$ cat config.mk
export PLATFORM = sky130hd
export DESIGN_NAME = cwts_div
export DESIGN_NICKNAME = d
export VERILOG_FILES = /design/src/hdl/cwts_div.sv
export SDC_FILE = /design/constraint.sdc
export NUM_CORES = 1
export LEC_CHECK = 0
export ABC_AREA = 1
export BUFFER_PORTS_ARGS = -buffer_cell sky130_fd_sc_hd__buf_2
export CAP_MARGIN = 20
export CORE_MARGIN = 4
export CORE_UTILIZATION = 25
export CTS_CLUSTER_DIAMETER = 100
export DETAILED_ROUTE_END_ITERATION = 8
export GPL_ROUTABILITY_DRIVEN = 0
export REMOVE_ABC_BUFFERS = 1
export SLEW_MARGIN = 30
export SYNTH_ARGS = -nofsm -noshare
export SYNTH_HDL_FRONTEND = slang
export SYNTH_SLANG_ARGS = --single-unit
export TNS_END_PERCENT = 10
$ cat constraint.sdc
create_clock -name i_clk -period 3.5 [get_ports i_clk]
set_clock_uncertainty 0.1 [all_clocks]
set_input_delay 0.175 -clock i_clk [delete_from_list [all_inputs] [get_ports i_clk]]
set_output_delay 0.175 -clock i_clk [all_outputs]
set_load 0.005 [all_outputs]
$ cat src/hdl/cwts_div.sv
// Restoring 32-bit unsigned divider, one quotient bit per cycle.
// Depends on nothing outside this file.
`default_nettype none
module cwts_div (
    input  wire logic        i_clk,
    input  wire logic        i_rst_n,
    input  wire logic        i_start,
    input  wire logic [31:0] i_num,
    input  wire logic [31:0] i_den,
    output logic             o_busy,
    output logic [31:0]      o_quot
);
    logic [31:0] r_rem;
    logic [31:0] r_quot;
    logic [31:0] r_den;
    logic [5:0]  r_cnt;
    logic        r_busy;
    logic [32:0] n_shift;
    logic [32:0] n_diff;

    assign n_shift = {r_rem, r_quot[31]};
    assign n_diff  = n_shift - {1'b0, r_den};

    always_ff @(posedge i_clk) begin
        if (!i_rst_n) begin
            r_busy <= 1'b0;
            r_cnt  <= '0;
        end else if (i_start) begin
            r_busy <= 1'b1;
            r_cnt  <= 6'd32;
            r_rem  <= '0;
            r_quot <= i_num;
            r_den  <= i_den;
        end else if (r_busy) begin
            if (!n_diff[32]) begin
                r_rem  <= n_diff[31:0];
                r_quot <= {r_quot[30:0], 1'b1};
            end else begin
                r_rem  <= n_shift[31:0];
                r_quot <= {r_quot[30:0], 1'b0};
            end
            r_cnt <= r_cnt - 6'd1;
            if (r_cnt == 6'd1) begin
                r_busy <= 1'b0;
            end
        end
    end

    assign o_busy = r_busy;
    assign o_quot = r_quot;

endmodule
`default_nettype wire

==> flow_summary.toml, run 1 <==
[status]
status = "finished, final reports clean"

[die]
initial_utilization_pct = 25.5
fp-row-count = 60
core_area_um2 = 27100
dieArea_um2 = 30400
die_x_um = 174
num_io_pins = 100
die_y_um = 174

[drt]
vias = 6176
routedWlPerCell_um = 11.9
antenna_left = 0
drtIter0Drc = 282
totalWireLength_mm = 17.9
drtPass1Iterations = 5
route.detailed.drc = 0
drt-vias-per-instance = 4.11

[timing]
finalSetupViolCount = 0
slew_violations = 0
tightest_slew_ns = 0.824
rsz0062_at_grt = "no"
hold_ws_ns = 0.167
fmax_mhz = 363
period_share_pct = 78.7
fin_crit_ns = 2.76
setup_tns_ns = 0
slew_headroom_pct = 45.0
finalHoldViolCount = 0

[synth]
synthCells = 959
yosys.cell_count.top_type = "nand2_1"
synth_top_area_share_pct = 41.7
avgSynthCellArea_um2 = 7.21
ys.flop_type = "edfxtp_1"
synth_edf_count = 96
yosysSeqAreaShare_pct = 43.7
ys_warn_count = 0
async_flop_share_pct = 0
synth_common_cells = "410 x nand2_1, 166 x inv_1, 109 x nor2_1"
synth_cell_types = 34
synth_top_cell_by_area = "edfxtp_1"
ys_seq_elements = 103
syn_area_um2 = 6910
ys_top_cells_by_area = "edfxtp_1 42%, nand2_1 22%, inv_1 9.0%, ha_1 6.2%, nor2_1 5.9%"

[cts]
cts_tree = "built"
numClockSinks = 103
clock_path_buffers = 2
clock_latency_ns = 0.37
h-tree-depth = 3
numCtsBuffers = 9
cts_resized = 0
clkTransAtPathRegs_ns = 0.08
cts_root_buffer = "clkbuf_16"

[finish]
nets = 1226
diodes = 0
final_layout_size_suffix_gt1_share_pct = 12.8
area.growth.synth_to_final_pct = 27.4
nFillCells = 2917

[setup_path]
critPathMaxStageDelay_ns = 0.42
worstPathArrival_ns = 2.77
startpoint_type = "register"
regToRegSetupSlack_ns = 0.74
reg2reg_from = "o_quot[31]"
path_max_fanout = 33
reg2reg_depth = 17
critPathSlowestCell = "fa_1"
crit_path_cell_trace = "inv_1, ha_1, fa_1, inv_1, nand2_1, nand2_1, nand3_2, nand2_2, nand2_2, nand2_2, nand2_2, nand2_2, nand2_2, nand2_4, nand2_1, nand2_1, nor2_1"
r2r-end = "r_rem[17]"
critPathMostFrequentCell = "nand2_2"
end_kind = "register"
worstSetupPathType = "register to register"
startpoint = "o_quot[31]"
required_ns = 3.52

[placement]
port_buffers = 99
hpwl_mm = 13.5

[grt]
grt-ovfl-total = 0
track_usage_pct = 11.6
grt_pass1_wl_mm = 29.0
grt_antenna_before_repair = 0
grt_pass1_vias = 5922
grt_max_degree = 36

[hold_path]
holdPathStages = 3
worstHoldStart = "i_num[0]"
hold_end = "o_quot[0]"
hp-class = "primary input to register"

[power_and_ir_drop]
ir_drop_mv = 0.228
power_leakage_nw = 4.55
p_per_area_nw_per_um2 = 471

[job]
cap_violations = 0
-- metal layers --
metal | part of all wire (%) | track usage, % | wire [um]
met2 | 45 | 18.8 | 7990
met5 | 0 | 0 | 0
met3 | 5.1 | 2.72 | 919
met4 | 1.9 | 3.07 | 341
met1 | 48 | 15.6 | 8650
-- flip-flops by register name, indices dropped and copies added (netlist names) --
register	flops
o_quot	32
o_busy	1
r_rem	32
r_den	32
r_cnt	6
-- timing repair --
action	CTS	global route
setup buffers	0	0
hold buffers	65	0
endpoints found under the hold margin	65	0
-- cell usage in the layout, fill, tap and decap left out, types with 3 or more instances in the layout --
cell           synthesis  routed
clkbuf_16              0       9
inv_1                166     165
edfxtp_1              96      96
a21oi_1               22      22
nand3b_1               9       9
dlygate4sd3_1          0      65
nand3_1               25      25
nand2_1              410     409
o21ai_0                4       4
nand4_1                6       6
nand2_2                9      10
nor2_2                 3       3
buf_4                  0       5
clkinv_8               0       5
ha_1                  34      34
buf_2                  1      99
nor3_1                 6       6
nor2_1               109     109
dfxtp_1                7       7
xor2_1                14      14
-- critical path: cells and delay by family (launching register included) --
family / cells / cell delay, ns
adders and majority gates: 2 / 0.64
DFF: 1 / 0.38
buffers and inverters: 2 / 0.17
and+or+nand+nor: 13 / 1.19
-- logic make-up after synthesis --
kind of cell / synth area share (%)
xor gates and xnor gates: 2.03
adders and majority gates: 6.44
and+or+nand+nor: 34.7
DFF: 43.7
buffers and inverters: 10.5
AOI/OAI and AO/OA: 2.55
-- power breakdown --
part           internal (W)  switching (W)  total, W
clock              0.000519       0.000547   0.00107
sequential          0.00153      0.0000708   0.00160
combinational      0.000542       0.000944   0.00149
-- how the worst max path moves through the flow --
stage                endpoint  depth (start not counted)
finish              r_rem[17]                         17
global route        r_rem[26]                         17
CTS                 r_rem[19]                         17
detailed placement  r_rem[19]                         17
global placement    r_rem[29]                         17
floorplan            r_rem[0]                         17
-- cell type report --
type,count,area [um^2],area share (%)
multi-input cells,673,3170,35.9
flip-flops and latches,103,3020,34.3
clock buffers,9,225,2.56
clock inverters,7,98.8,1.12
repair buffers,170,1200,13.7
inverters,167,627,7.12
well taps,372,465,5.28
-- metrics by stage --
stage               instance area [um^2]  cells  setup WS, ns  total power (W)  util (%)
finish                              8810   1501         0.744          0.00415      32.5
global route                        8810   1501         0.481          0.00447      32.5
CTS                                 8810   1501         0.742          0.00420      32.5
detailed placement                  7830   1420         0.763          0.00305      28.9
global placement                    7830   1420         0.849          0.00303      28.9
floorplan                           6810    943          1.03          0.00265         -
Power figures use the tool's default switching activity.
==> run 2, diff against run 1 <==
- clock period: 3.5 -> 2.3 ns (I/O delays scaled with it)
==> run 2 against run 1 <==
Against the previous run:
- the run now ends with setup timing left
- first-iteration DRC count increased by 11%
- combinational power up 110%
- count of clock-buffer cells in the layout is 1 higher
- non-clock buffer count increased by 100
- global-route usage is 1.6 points higher
- via count up 8.3%
- final area up 13%
- worst setup slack worse by 0.84 ns
- critical endpoint is now r_rem[12]
- highest routed layer unchanged
==> flow_summary.toml, run 2 (synthesis gave the netlist of run 1 again) <==
[finish]
diodes = 0
nets = 1332
final_layout_size_suffix_gt1_share_pct = 23.5
area.growth.synth_to_final_pct = 44.0
final_cells = 1607
final_area_um2 = 9950
nFillCells = 2821
final_cell_mix = "398 x nand2_1, 162 x inv_1, 100 x nor2_1, 100 x buf_4, 99 x buf_2"
final_common_cell = "nand2_1"

[setup_path]
crit_path_cell_trace = "inv_1, ha_2, fa_2, inv_2, nand2_2, nand2_2, nand3_2, nand2_2, nand2_2, nand2_2, nand2_4, nand3_4, buf_6, nand2_8, nor2_1, nor2_1"
end_kind = "register"
required_ns = 2.32
critPathMostFrequentCell = "nand2_2"
worstPathArrival_ns = 2.41
worstSetupPathType = "register to register"
critPathSlowestCell = "fa_2"
critPathMaxStageDelay_ns = 0.36
startpoint_type = "register"
path_max_fanout = 14
reg2reg_depth = 16

[power_and_ir_drop]
p_per_area_nw_per_um2 = 718
ir_drop_mv = 0.353
power_w = 0.00715
power_leakage_nw = 5.09

[placement]
place_ws_ns = -0.308
hpwl_mm = 14.0
dpl_cell_area_um2 = 8510
dp.cells = 1509
port_buffers = 99

[die]
fp-row-count = 60
die_x_um = 174
initial_utilization_pct = 25.5
core_area_um2 = 27100
dieArea_um2 = 30400
num_io_pins = 100
die_y_um = 174

[grt]
grt_pass1_vias = 6782
grt_max_degree = 33
grt_antenna_before_repair = 0
grt_pass1_wl_mm = 32.7
grt-ovfl-total = 0
track_usage_pct = 13.2

[cts]
cts_tree = "built"
clock_path_buffers = 2
clkTransAtPathRegs_ns = 0.08
clock_latency_ns = 0.36
numClockSinks = 103
cts_root_buffer = "clkbuf_16"
numCtsBuffers = 9
h-tree-depth = 3

[timing]
setup_ws_ns = -0.0971
slew_violations = 0
fin_crit_ns = 2.40
finalSetupViolCount = 33
slew_headroom_pct = 67.5
setup_tns_ns = -2.52
tightest_slew_ns = 0.488
finalHoldViolCount = 0
rsz0062_at_grt = "yes"
period_share_pct = 104
fmax_mhz = 417

[drt]
drtIter0Drc = 313
drtPass1Iterations = 5
route.detailed.drc = 0
routedWlPerCell_um = 12.3
antenna_left = 0
totalWireLength_mm = 19.7
drt-vias-per-instance = 4.16
vias = 6687

[status]
violations = "setup timing"
status = "finished with violations"

[job]
cap_violations = 0

[hold_path]
hp-class = "primary input to register"
holdPathStages = 3
==> run 2: cell types whose count changed in the layout (fill, tap and decap cells not counted), sizes merged <==
cell,change
nand2,+6
clkinv,-3
dlygate4sd3,+1
clkbuf,+1
inv,+2
buf,+99
==> run 2: repair_timing <==
action / in CTS / in global routing
hold buffers: 66 / 0
endpoints found under the hold margin: 66 / 0
pin swaps: 16 / 3
resized for setup: 42 / 18
buffers inserted: 8 / 2
setup endpoints to repair: 33 / 33
gates cloned: 6 / 0
==> run 2: per-layer routing <==
layer | GRT usage (%) | up-vias | share of wire, %
met1 | 17.2 | 2982 | 46
met3 | 2.54 | 26 | 6.1
met2 | 22.2 | 186 | 47
met5 | 0 | - | 0
met4 | 3.89 | 0 | 1.7
li1 | - | 3493 | -
==> run 2: final timing paths <==
kind,start,endpoint,slack [ns]
worst max-delay path,o_quot[31],r_rem[12],-0.1
worst min-delay path,i_start,o_quot[30],0.03
worst max register to register,o_quot[31],r_rem[12],-0.1
worst min register to register,r_cnt[1],r_cnt[1],0.40
==> run 2: layout make-up <==
class	count	area, um^2	area share, %
inverters	167	627	6.30
repair buffers	270	1990	20.0
flip-flops and latches	103	3020	30.4
clock buffers	10	229	2.30
well taps	372	465	4.68
clock inverters	6	43.8	0.440
multi-input cells	679	3580	35.9
==> run 2: stage by stage <==
| stage | hold slack [ns] | util (%) |
|---|---|---|
| 2_1_floorplan | 0.114 | - |
| 3_3_place_gp | 0.193 | 31.4 |
| 3_5_place_dp | 0.193 | 31.4 |
| 4_1_cts | 0.0268 | 36.4 |
| 5_1_grt | 0.0369 | 36.7 |
| 6_report | 0.0288 | 36.7 |
==> run 2: report_power, final <==
group / switching (W) / internal, W / total, W
registers: 0.000126 / 0.00232 / 0.00245
logic: 0.00179 / 0.00141 / 0.00319
clock network: 0.000756 / 0.000746 / 0.00150
==> run 2: worst max-delay path, delay by kind of cell (launching register included) <==
kind / cells / cell delay, ns
adders and majority gates: 2 / 0.55
buffers and inverters: 3 / 0.27
DFF: 1 / 0.35
and+or+nand+nor: 11 / 0.89
==> run 3, diff against run 2 <==
- clock period: 2.3 -> 2.57 ns (I/O delays scaled with it)
==> run 3 against run 2 <==
Against the previous run:
- flip-flop and latch count unchanged
- sequential share of layout area up 1.8 points
- worst hold slack worse by 0.013 ns
- global-route usage down 1.3 points
- power down 15%
- combinational power down 23%
- sequential power down 10%
- the run now ends clean
- final area down 5.6%
- highest routed layer unchanged
- core utilization down 2.0 points
- critical endpoint is now r_rem[31]
- count of clock-buffer cells in the layout unchanged
- worst setup slack better by 0.17 ns
- final cell count down 4.7%
==> flow_summary.toml, run 3 (synthesis gave the netlist of run 1 again) <==
[status]
status = "finished, final reports clean"

[grt]
use_met1_pct = 15.8
grt_use_met2_pct = 19.7
gr-usage-met3_pct = 2.83
grt-ovfl-total = 0
grt_pass1_wl_mm = 29.8
grt_pass1_vias = 6156
grt_antenna_before_repair = 0
grt.busiest_layer = "met2"
track_usage_pct = 11.9
grt_max_degree = 34

[power_and_ir_drop]
pwr-share-seq_pct = 36.0
p_sw_share_pct = 38.1
intPower_w = 0.00378
p_switching_w = 0.00233
ir_drop_mv = 0.317
power_leakage_nw = 4.73
p_clk_share_pct = 23.7
p_comb_share_pct = 40.3
p_per_area_nw_per_um2 = 650

[setup_path]
worstSetupPathType = "register to register"
end_kind = "register"
startpoint_type = "register"
path_max_fanout = 16
r2r-end = "r_rem[31]"
reg2reg_from = "o_quot[31]"
worstPathArrival_ns = 2.52
reg2reg_depth = 17
regToRegSetupSlack_ns = 0.08
required_ns = 2.60

[timing]
fin_crit_ns = 2.49
hold_ws_ns = 0.0156
fmax_mhz = 401
rsz0062_at_grt = "yes"
period_share_pct = 97.1
finalSetupViolCount = 0
tightest_slew_ns = 0.581
finalHoldViolCount = 0
slew_headroom_pct = 61.1
slew_violations = 0

[hold_path]
holdPathStages = 3
hp-class = "primary input to register"
worstHoldStart = "i_start"
hold_end = "o_busy"

[die]
core_area_um2 = 27100
die_y_um = 174
die_x_um = 174
fp-row-count = 60
initial_utilization_pct = 25.5
dieArea_um2 = 30400
num_io_pins = 100

[placement]
port_buffers = 99
hpwl_mm = 13.4

[finish]
area.growth.synth_to_final_pct = 36.0
final_layout_size_suffix_gt1_share_pct = 17.5
final_core_util_pct = 34.7
final_common_cell = "nand2_1"
diodes = 0
nets = 1256
final_cell_mix = "403 x nand2_1, 163 x inv_1, 107 x nor2_1"

[drt]
drtPass1Iterations = 5
antenna_left = 0
drtIter0Drc = 261
totalWireLength_mm = 19.1
route.detailed.drc = 0
routedWlPerCell_um = 12.5
drt-vias-per-instance = 4.18
vias = 6395

[cts]
h-tree-depth = 3
clkTransAtPathRegs_ns = 0.09
cts_root_buffer = "clkbuf_16"
numCtsBuffers = 9
clock_path_buffers = 2
numClockSinks = 103
cts_tree = "built"
clock_latency_ns = 0.37

[job]
cap_violations = 0
## run 3: cell count changes in the layout (fill, tap and decap cells not counted), sizes merged
cell	change
buf	-75
nand2	-1
inv	+2
clkinv	-2
## run 3: routing by layer
metal  part of all wire (%)  vias to the layer above
met1                     47                     2845
met2                     46                      181
met3                    5.8                       23
li1                       -                     3346
met5                      0                        -
met4                    1.6                        0
## run 3: layout make-up
class                   instances  area (um^2)
clock inverters                 6         65.1
fillers                      2819        17700
multi-input cells             678         3540
clock buffers                  10          239
flip-flops and latches        103         3020
well taps                     372          465
inverters                     167          627
repair buffers                195         1440
## run 3: critical path, cell delays in order, from the launching register on
cell,delay [ns]
edfxtp_1,0.37
inv_2,0.04
ha_2,0.19
fa_2,0.40
inv_2,0.09
nand2_2,0.05
nand2_2,0.08
nand3_2,0.06
nand2_2,0.08
nand2_2,0.05
nand2_2,0.08
nand2_4,0.10
nand2_8,0.12
nand2_8,0.11
nand2_8,0.17
nand2_1,0.07
nand2_1,0.06
inv_1,0.03
## run 3: worst max path at each step
stage	from	to	slack, ns
after detailed placement	o_quot[31]	r_rem[20]	-0.04
after CTS	o_quot[31]	r_rem[20]	0.03
after floorplan	o_quot[31]	r_rem[0]	0.10
final	o_quot[31]	r_rem[31]	0.08
after global routing	o_quot[31]	r_rem[23]	-0.06
after global placement	o_quot[31]	r_rem[31]	0.04
## run 3: stage by stage
step           power (W)  cell area (um^2)  worst slack, ns  instances  setup TNS [ns]
2_1_floorplan    0.00361              6810            0.103        943               0
3_3_place_gp     0.00419              7950           0.0404       1434               0
3_5_place_dp     0.00421              7950          -0.0402       1434          -0.262
4_1_cts          0.00579              8920           0.0336       1516               0
5_1_grt          0.00656              9400          -0.0556       1531          -0.900
6_report         0.00611              9400           0.0751       1531               0
## run 3: power groups by stage
stage               Combinational (W)  Clock (W)  Sequential [W]
floorplan                     0.00142          0         0.00220
global placement              0.00199          0         0.00220
detailed placement            0.00201          0         0.00221
CTS                           0.00211    0.00151         0.00217
global route                  0.00277    0.00157         0.00222
finish                        0.00246    0.00145         0.00220
## run 3: what timing repair did
action | CTS | global route
cloned | 0 | 5
setup endpoints to repair | 18 | 33
hold buffers | 66 | 0
endpoints found under the hold margin | 66 | 0
pin swaps | 0 | 12
resized for setup | 1 | 45
setup buffers | 0 | 10
